File: src/rtl/lfu_pkg.sv
package lfu_pkg;

  // Built table depth and play count width.
  localparam int ENTRIES   = 8;
  localparam int HIT_BITS  = 16;

  // Fixed field widths.
  localparam int KEY_W     = 31;
  localparam int STAMP_W   = 32;
  localparam int OP_W      = 2;
  localparam int STATUS_W  = 3;
  localparam int CAP_W     = 4;
  localparam int CAP_RESET = 8;

  // Derived widths: an entry index and an occupancy count that can hold ENTRIES.
  localparam int IDX_W     = (ENTRIES > 1) ? $clog2(ENTRIES) : 1;
  localparam int CNT_W     = $clog2(ENTRIES + 1);

  typedef enum logic [OP_W-1:0] {
    OP_ADD    = 2'd0,
    OP_PLAY   = 2'd1,
    OP_DELETE = 2'd2
  } op_t;

  typedef enum logic [STATUS_W-1:0] {
    RS_ADDED     = 3'd0,
    RS_EVICTED   = 3'd1,
    RS_PRESENT   = 3'd2,
    RS_PLAYED    = 3'd3,
    RS_NOT_FOUND = 3'd4,
    RS_DELETED   = 3'd5
  } status_t;

  typedef enum logic [1:0] {
    S_IDLE,
    S_SCAN,
    S_APPLY
  } ctrl_state_t;

  // Commands from the controller to the datapath.
  typedef struct packed {
    logic             start;
    logic             step;
    logic [IDX_W-1:0] idx;
    logic             commit;
  } lfu_cmd_t;

  // Status from the datapath back to the controller.
  typedef struct packed {
    logic out_free;
  } lfu_stat_t;

endpackage

File: src/rtl/lfu_ctrl.sv
module lfu_ctrl
  import lfu_pkg::*;
(
  input  logic      clk,
  input  logic      rst,
  input  logic      in_valid,
  output logic      in_ready,
  input  lfu_stat_t stat,
  output lfu_cmd_t  cmd
);

  ctrl_state_t      state, state_next;
  logic [IDX_W-1:0] idx, idx_next;

  always_ff @(posedge clk) begin
    if (rst) begin
      state <= S_IDLE;
      idx   <= '0;
    end else begin
      state <= state_next;
      idx   <= idx_next;
    end
  end

  always_comb begin
    state_next = state;
    idx_next   = idx;
    in_ready   = 1'b0;
    cmd        = '0;
    cmd.idx    = idx;
    case (state)
      S_IDLE: begin
        in_ready = 1'b1;
        if (in_valid) begin
          cmd.start  = 1'b1;
          idx_next   = '0;
          state_next = S_SCAN;
        end
      end
      S_SCAN: begin
        cmd.step = 1'b1;
        if (idx == IDX_W'(ENTRIES - 1)) begin
          state_next = S_APPLY;
        end else begin
          idx_next = idx + 1'b1;
        end
      end
      S_APPLY: begin
        // Hold here until the output register can take the result.
        if (stat.out_free) begin
          cmd.commit = 1'b1;
          state_next = S_IDLE;
        end
      end
      default: begin
        state_next = S_IDLE;
      end
    endcase
  end

endmodule

File: src/rtl/lfu_datapath.sv
module lfu_datapath
  import lfu_pkg::*;
(
  input  logic                clk,
  input  logic                rst,
  input  logic                cfg_we,
  input  logic [CAP_W-1:0]    cfg_wdata,
  input  logic [OP_W-1:0]     opcode,
  input  logic [KEY_W-1:0]    song_id,
  input  lfu_cmd_t            cmd,
  output lfu_stat_t           stat,
  input  logic                out_ready,
  output logic                out_valid,
  output logic [STATUS_W-1:0] status,
  output logic [KEY_W-1:0]    evicted_id
);

  // Table storage. Only valid bits, the order counter, occupancy and capacity are reset.
  logic [ENTRIES-1:0]  entry_valid;
  logic [KEY_W-1:0]    entry_key   [ENTRIES];
  logic [HIT_BITS-1:0] entry_hits  [ENTRIES];
  logic [STAMP_W-1:0]  entry_stamp [ENTRIES];
  logic [STAMP_W-1:0]  seq;
  logic [CNT_W-1:0]    occ;
  logic [CAP_W-1:0]    cap;

  // Request and scan results.
  op_t                 req_op;
  logic [KEY_W-1:0]    req_key;
  logic                match_found;
  logic [IDX_W-1:0]    match_idx;
  logic [HIT_BITS-1:0] match_hits;
  logic                free_found;
  logic [IDX_W-1:0]    free_idx;
  logic                vic_found;
  logic [IDX_W-1:0]    vic_idx;
  logic [HIT_BITS-1:0] vic_hits;
  logic [STAMP_W-1:0]  vic_age;
  logic [KEY_W-1:0]    vic_key;

  // Scan of the entry at cmd.idx.
  logic                e_valid;
  logic [KEY_W-1:0]    e_key;
  logic [HIT_BITS-1:0] e_hits;
  logic [STAMP_W-1:0]  e_age;
  logic                e_match;
  logic                e_better;

  assign e_valid  = entry_valid[cmd.idx];
  assign e_key    = entry_key[cmd.idx];
  assign e_hits   = entry_hits[cmd.idx];
  assign e_age    = seq - entry_stamp[cmd.idx];
  assign e_match  = e_valid && (e_key == req_key);
  assign e_better = !vic_found || (e_hits < vic_hits) ||
                    ((e_hits == vic_hits) && (e_age > vic_age));

  always_ff @(posedge clk) begin
    if (rst) begin
      match_found <= 1'b0;
      free_found  <= 1'b0;
      vic_found   <= 1'b0;
    end else if (cmd.start) begin
      match_found <= 1'b0;
      free_found  <= 1'b0;
      vic_found   <= 1'b0;
    end else if (cmd.step) begin
      if (e_match && !match_found) begin
        match_found <= 1'b1;
      end
      if (!e_valid && !free_found) begin
        free_found <= 1'b1;
      end
      if (e_valid && e_better) begin
        vic_found <= 1'b1;
      end
    end
  end

  always_ff @(posedge clk) begin
    if (cmd.start) begin
      req_op  <= op_t'(opcode);
      req_key <= song_id;
    end
    if (cmd.step) begin
      if (e_match && !match_found) begin
        match_idx  <= cmd.idx;
        match_hits <= e_hits;
      end
      if (!e_valid && !free_found) begin
        free_idx <= cmd.idx;
      end
      if (e_valid && e_better) begin
        vic_idx  <= cmd.idx;
        vic_hits <= e_hits;
        vic_age  <= e_age;
        vic_key  <= e_key;
      end
    end
  end

  // Effective capacity: zero counts as one, anything above the depth as the depth.
  logic [CNT_W-1:0] lim;
  logic             full;

  always_comb begin
    if (cap == '0) begin
      lim = CNT_W'(1);
    end else if (int'(cap) > ENTRIES) begin
      lim = CNT_W'(ENTRIES);
    end else begin
      lim = CNT_W'(cap);
    end
  end

  assign full = (occ >= lim);

  // Result and table update for the request.
  status_t             res_status;
  logic [KEY_W-1:0]    res_evict;
  logic [IDX_W-1:0]    wr_idx;
  logic                key_we;
  logic                hits_we;
  logic [HIT_BITS-1:0] hits_val;
  logic                stamp_we;
  logic                set_valid;
  logic                clr_valid;
  logic                occ_inc;
  logic                occ_dec;

  always_comb begin
    res_status = RS_NOT_FOUND;
    res_evict  = '0;
    wr_idx     = match_idx;
    key_we     = 1'b0;
    hits_we    = 1'b0;
    hits_val   = '0;
    stamp_we   = 1'b0;
    set_valid  = 1'b0;
    clr_valid  = 1'b0;
    occ_inc    = 1'b0;
    occ_dec    = 1'b0;
    case (req_op)
      OP_ADD: begin
        if (match_found) begin
          res_status = RS_PRESENT;
        end else if (full && vic_found) begin
          res_status = RS_EVICTED;
          res_evict  = vic_key;
          wr_idx     = vic_idx;
          key_we     = 1'b1;
          hits_we    = 1'b1;
          stamp_we   = 1'b1;
          set_valid  = 1'b1;
        end else begin
          res_status = RS_ADDED;
          if (free_found) begin
            wr_idx    = free_idx;
            key_we    = 1'b1;
            hits_we   = 1'b1;
            stamp_we  = 1'b1;
            set_valid = 1'b1;
            occ_inc   = 1'b1;
          end
        end
      end
      OP_PLAY: begin
        if (match_found) begin
          res_status = RS_PLAYED;
          // A saturated count keeps both count and stamp.
          if (match_hits != {HIT_BITS{1'b1}}) begin
            hits_we  = 1'b1;
            hits_val = match_hits + 1'b1;
            stamp_we = (match_hits == '0);
          end
        end
      end
      OP_DELETE: begin
        if (match_found) begin
          res_status = RS_DELETED;
          clr_valid  = 1'b1;
          occ_dec    = (occ != '0);
        end
      end
      default: begin
        res_status = RS_NOT_FOUND;
      end
    endcase
  end

  always_ff @(posedge clk) begin
    if (rst) begin
      entry_valid <= '0;
      seq         <= '0;
      occ         <= '0;
      cap         <= CAP_W'(CAP_RESET);
    end else begin
      if (cfg_we) begin
        cap <= cfg_wdata;
      end
      if (cmd.commit) begin
        if (set_valid) begin
          entry_valid[wr_idx] <= 1'b1;
        end
        if (clr_valid) begin
          entry_valid[wr_idx] <= 1'b0;
        end
        if (stamp_we) begin
          seq <= seq + 1'b1;
        end
        if (occ_inc) begin
          occ <= occ + 1'b1;
        end else if (occ_dec) begin
          occ <= occ - 1'b1;
        end
      end
    end
  end

  always_ff @(posedge clk) begin
    if (cmd.commit) begin
      if (key_we) begin
        entry_key[wr_idx] <= req_key;
      end
      if (hits_we) begin
        entry_hits[wr_idx] <= hits_val;
      end
      if (stamp_we) begin
        entry_stamp[wr_idx] <= seq;
      end
    end
  end

  // Output register.
  assign stat.out_free = !out_valid || out_ready;

  always_ff @(posedge clk) begin
    if (rst) begin
      out_valid <= 1'b0;
    end else if (cmd.commit) begin
      out_valid <= 1'b1;
    end else if (out_ready) begin
      out_valid <= 1'b0;
    end
  end

  always_ff @(posedge clk) begin
    if (cmd.commit) begin
      status     <= res_status;
      evicted_id <= res_evict;
    end
  end

`ifndef SYNTHESIS
  a_occ_tracks_valid: assert property (@(posedge clk) disable iff (rst)
    int'(occ) == $countones(entry_valid))
    else $error("occupancy count differs from the number of valid entries");

  a_commit_needs_room: assert property (@(posedge clk) disable iff (rst)
    cmd.commit |-> stat.out_free)
    else $error("result committed while the output register is still full");

  a_commit_shows_result: assert property (@(posedge clk) disable iff (rst)
    cmd.commit |=> out_valid)
    else $error("committed result did not reach the output");

  a_evict_id_only_on_evict: assert property (@(posedge clk) disable iff (rst)
    (out_valid && (status != RS_EVICTED)) |-> (evicted_id == '0))
    else $error("evicted id is nonzero on a result without eviction");
`endif

endmodule

File: src/rtl/lfu_table_with_eviction_top.sv
// LFU table with eviction: a keyed table of up to eight entries that replaces
// the least-played entry when an add finds the table full.
// The request channel (in_valid, in_ready, opcode, song_id) moves one beat per
// request: add, play or delete of an id. The response channel (out_valid,
// out_ready, status, evicted_id) returns exactly one beat per request, in order.
// The user must write the capacity register through cfg_we and cfg_wdata only
// while the block is idle, which is not enforced; it takes effect on the next request.
// Each request is captured in the idle state; the datapath then walks the table
// one entry per cycle through all eight entries looking for the key, the first
// free slot and the eviction victim, and an update step writes the table and
// loads the response register. A new request is taken only after the previous
// one has left the update step.
// The response sits in an output register, so the next request is accepted and
// scanned while an earlier response still waits; if the receiver stalls, the
// block holds in its update step until that register frees up.
// Synchronous reset empties the table, clears the order counter and occupancy,
// and sets the capacity to eight.
module lfu_table_with_eviction_top
  import lfu_pkg::*;
(
  input  logic                clk,
  input  logic                rst,
  input  logic                cfg_we,
  input  logic [CAP_W-1:0]    cfg_wdata,
  input  logic                in_valid,
  output logic                in_ready,
  input  logic [OP_W-1:0]     opcode,
  input  logic [KEY_W-1:0]    song_id,
  output logic                out_valid,
  input  logic                out_ready,
  output logic [STATUS_W-1:0] status,
  output logic [KEY_W-1:0]    evicted_id
);

  // Command and status bundles between the sequencer and the table datapath.
  lfu_cmd_t  cmd;
  lfu_stat_t stat;

  lfu_ctrl u_ctrl (
    .clk      (clk),
    .rst      (rst),
    .in_valid (in_valid),
    .in_ready (in_ready),
    .stat     (stat),
    .cmd      (cmd)
  );

  lfu_datapath u_datapath (
    .clk        (clk),
    .rst        (rst),
    .cfg_we     (cfg_we),
    .cfg_wdata  (cfg_wdata),
    .opcode     (opcode),
    .song_id    (song_id),
    .cmd        (cmd),
    .stat       (stat),
    .out_ready  (out_ready),
    .out_valid  (out_valid),
    .status     (status),
    .evicted_id (evicted_id)
  );

endmodule
File: config.mk
export PLATFORM = sky130hd
export DESIGN_NAME = lfu_table_with_eviction_top
export DESIGN_NICKNAME = d
export VERILOG_FILES = /design/src/rtl/lfu_pkg.sv /design/src/rtl/lfu_ctrl.sv /design/src/rtl/lfu_datapath.sv /design/src/rtl/lfu_table_with_eviction_top.sv
export SDC_FILE = /design/constraint.sdc
export NUM_CORES = 1
export LEC_CHECK = 0
export BUFFER_PORTS_ARGS = -buffer_cell sky130_fd_sc_hd__buf_2
export CAP_MARGIN = 15
export CELL_PAD_IN_SITES_DETAIL_PLACEMENT = 1
export CELL_PAD_IN_SITES_GLOBAL_PLACEMENT = 2
export CORE_MARGIN = 2
export CORE_UTILIZATION = 35
export CTS_CLUSTER_SIZE = 10
export DETAILED_ROUTE_END_ITERATION = 10
export PLACE_DENSITY = 0.71
export SLEW_MARGIN = 40
export SYNTH_ARGS = -nofsm -noshare
export SYNTH_HDL_FRONTEND = slang
export SYNTH_SLANG_ARGS = --single-unit
export TNS_END_PERCENT = 50
File: constraint.sdc
create_clock -name clk -period 25.2 [get_ports clk]
set_input_delay 2.52 -clock clk [delete_from_list [all_inputs] [get_ports clk]]
set_output_delay 2.52 -clock clk [all_outputs]
set_load 0.005 [all_outputs]
==> flow_summary.yaml <==
status:
  status: "completed"
worst_setup_path:
  startpoint_type: "flop"
  cp_max_fo: 93
  worstSetupEndpointType: "flop"
  critPathTopFamily: "compound AO/OA/AOI/OAI gates"
  worstPathRequired_ns: 25.48
  crit_chain: "buf_12 > mux4_2 > mux2i_1 > ha_1 > nand2_1 > nor4_1 > nand2_1 > a21oi_1 > o21ai_1 > o311ai_0 > a21oi_1 > xnor2_1 > ha_1 > nand4_1 > nor2_1 > nand2_1 > o211a_1 > o21ai_4 > buf_16 > buf_6"
  crit_top_cell: "nand2_1"
  worstPathArrival_ns: 7.22
  reg2reg_slack_ns: 18.25
  critical_path_buf_inv_count: 3
  reg2reg_depth: 20
  slowest_stage: "dfxtp_4"
  crit_end: "u_datapath.vic_hits[10]"
  cp_slowest_stage_delay_ns: 0.84
  setup.worst_path.class: "reg2reg"
  crit_cells: 20
  worstReg2RegEnd: "u_datapath.vic_hits[10]"
timing:
  hold_viol: 0
  rsz0062_at_grt: "false"
  maxSlewViolCount: 0
  timing.final.crit_period_ns: 6.946
  worst_pin_slew_ns: 0.7982
  timing.slew.headroom: 0.4679
  fmax_mhz: 144.0
  setup_tns_ns: 0
  skew_ns: 0.03315
  finalSetupViolations: 0
  period_share: 0.2756
  final.setup.worst_slack_ns: 18.25
  whs_ns: 0.5125
final_layout:
  drive_above_1_share: 0.1907
  fin_nets: 2338
  fillCellCount: 9904
  stdcell_area_mm2: 0.04088
  antennaDiodeCount: 0
  final_cells: 3638
  syn_to_final_growth_pct: 14.50
power_and_ir_drop:
  max-vdd-ir-drop_mv: 0.07518
  p_per_area_mw_per_mm2: 71.00
  power.leakage_uw: 0.01234
route:
  wirelength_um: 83660
  vias_per_cell: 5.169
  routedWlPerCell_um: 23.00
  antenna_left: 0
  drtPass1Iterations: 5
  drc: 0
  num_vias: 18800
  drt_iter0_markers: 1412
global_route:
  antenna_found_initial: 5
  grt_usage: 0.1621
  grt_pass1_wl_um: 127100
  grt_overflow_total: 0
  grt_pass1_vias: 20320
  grt_max_degree: 94
placement:
  dp_hpwl_um: 50370
  dp.cells: 3472
  place_congestion: 0.7755
  dp_slack_ns: 17.85
  dpl-instance-area_mm2: 0.03801
  place.port_buffers: 77
cts:
  ctsHoldBuffers: 0
  cts_made_buffers: 98
  htree_levels: 3
  post_cts_resized: 0
  clkSinkCount: 863
  post_cts_buffers: 0
  clk_pin_slew_ns: 0.06
  clockBufferDepth: 3
  root_buffer: "clkbuf_16"
  clock_latency_ns: 0.67
  cts_tree: "done"
logic_synthesis:
  synthTopCellsByArea: "edfxtp_1 68%, mux4_2 8.1%, dfxtp_1 3.4%"
  syn_nets: 2188
  synth_edf_count: 803
  ys.flop_type: "edfxtp_1"
  async_reset_ff_frac: 0
  ys_seq_area_frac: 0.7091
  post-synth-top-area-cell: "edfxtp_1"
  syn_avg_cell_area_um2: 17.38
  syn_inst: 2054
  synth_top_area_share: 0.6755
  yosysWarnings: 0
  ys_ff_latch: 863
  yosys.cell_types.count: 75
  syn_area_mm2: 0.03570
floorplanning:
  die_x_um: 323.4
  rows: 117
  design.die.area_mm2: 0.1046
  start_util: 0.3519
  pin_count: 78
  coreArea_mm2: 0.1014
  die_h_um: 323.4
min_path:
  hold_class: "reg2reg"
flow_run:
  maxCapViolCount: 0
==> through the flow <==
| step | power, uW | util |
|---|---|---|
| after floorplan | 1627 | - |
| after global placement | 1645 | 0.3735 |
| after detailed placement | 1647 | 0.3747 |
| after CTS | 2938 | 0.4028 |
| after global routing | 2993 | 0.4029 |
| final | 2902 | 0.4029 |
==> power breakdown <==
part	internal [uW]	switching, uW
Clock	737	548
Sequential	1560	10.9
Combinational	21.5	28.0
Total	2310	587
==> how the worst min path moves through the flow <==
stage / start / end / slack, ns / cells after the start
2_1_floorplan: u_datapath.cap[0] / u_datapath.cap[0] / 0.46 / 2
3_3_place_gp: u_datapath.occ[3] / u_datapath.occ[3] / 0.49 / 2
3_5_place_dp: u_datapath.vic_key[25] / u_datapath.evicted_id[25] / 0.51 / 1
4_1_cts: u_datapath.vic_key[0] / u_datapath.evicted_id[0] / 0.52 / 1
5_1_grt: u_datapath.vic_key[0] / u_datapath.evicted_id[0] / 0.54 / 1
6_report: u_datapath.vic_key[0] / u_datapath.evicted_id[0] / 0.51 / 1
==> logic make-up (layout without fill, tap and decap cells) <==
logic type / Yosys count / count (layout) / synth area share
buf+inv: 144 / 360 / 0.01756
simple gates: 379 / 379 / 0.05583
mux: 246 / 246 / 0.1183
xor+xnor: 82 / 82 / 0.02033
fa+ha+maj: 92 / 92 / 0.03267
compound gates: 248 / 248 / 0.04626
flops: 863 / 863 / 0.7091
==> metal layers <==
metal	wire length (um)	GRT usage
met5	13	0
met4	1731	0.04786
met3	3708	0.02448
met2	41310	0.2718
met1	36900	0.2181
==> placed cells by master (no fill, tap or decap), drive strengths merged, types with 14 or more instances in the layout <==
master  instances
nand3          22
nand4          36
clkbuf        158
inv            72
mux2i          79
nor2          102
mux4          135
a21oi          68
ha             90
edfxtp        803
xor2           40
dfxtp          60
xnor2          42
nand2b         14
buf           123
o21ai          49
a211oi         23
a21o           27
nor2b          28
mux2           32
nand2          58
and2           39
or3            22
==> synth_stat cells, types with 14 or more instances <==
library cell and count:
a211oi_1 22, a21o_1 27, a21oi_1 68, and2_1 39
buf_1 15, buf_2 19, clkbuf_1 31, dfxtp_1 60
edfxtp_1 803, ha_1 90, inv_1 71, mux2_2 31
mux2i_1 79, mux4_2 128, nand2_1 57, nand2b_1 14
nand3_1 22, nand4_1 36, nor2_1 101, nor2b_1 28
o21ai_0 44, or3_1 22, xnor2_1 41, xor2_1 40
==> registers in the layout, indices dropped and copies added (netlist names), 4 cells and up, named ones only <==
name / cells
u_datapath.match_hits: 16
u_datapath.entry_hits: 128
u_datapath.occ: 4
u_datapath.entry_valid: 8
u_datapath.entry_key: 248
u_datapath.vic_hits: 16
u_datapath.req_key: 31
u_datapath.evicted_id: 31
u_datapath.seq: 32
u_datapath.entry_stamp: 256
u_datapath.vic_age: 32
u_datapath.cap: 4
u_datapath.vic_key: 31
==> area by class of cell <==
type / instances / area (um^2) / share of cell area
Sequential cell: 863 / 25330 / 0.6196
Tap cell: 1368 / 1712 / 0.04187
Multi-Input combinational cell: 1047 / 9915 / 0.2425
Inverter: 71 / 269.0 / 0.006581
Clock buffer: 158 / 2729 / 0.06676
Timing Repair Buffer: 123 / 802.0 / 0.01962
Clock inverter: 8 / 125.1 / 0.003061
(Power assumes the default switching activity.)
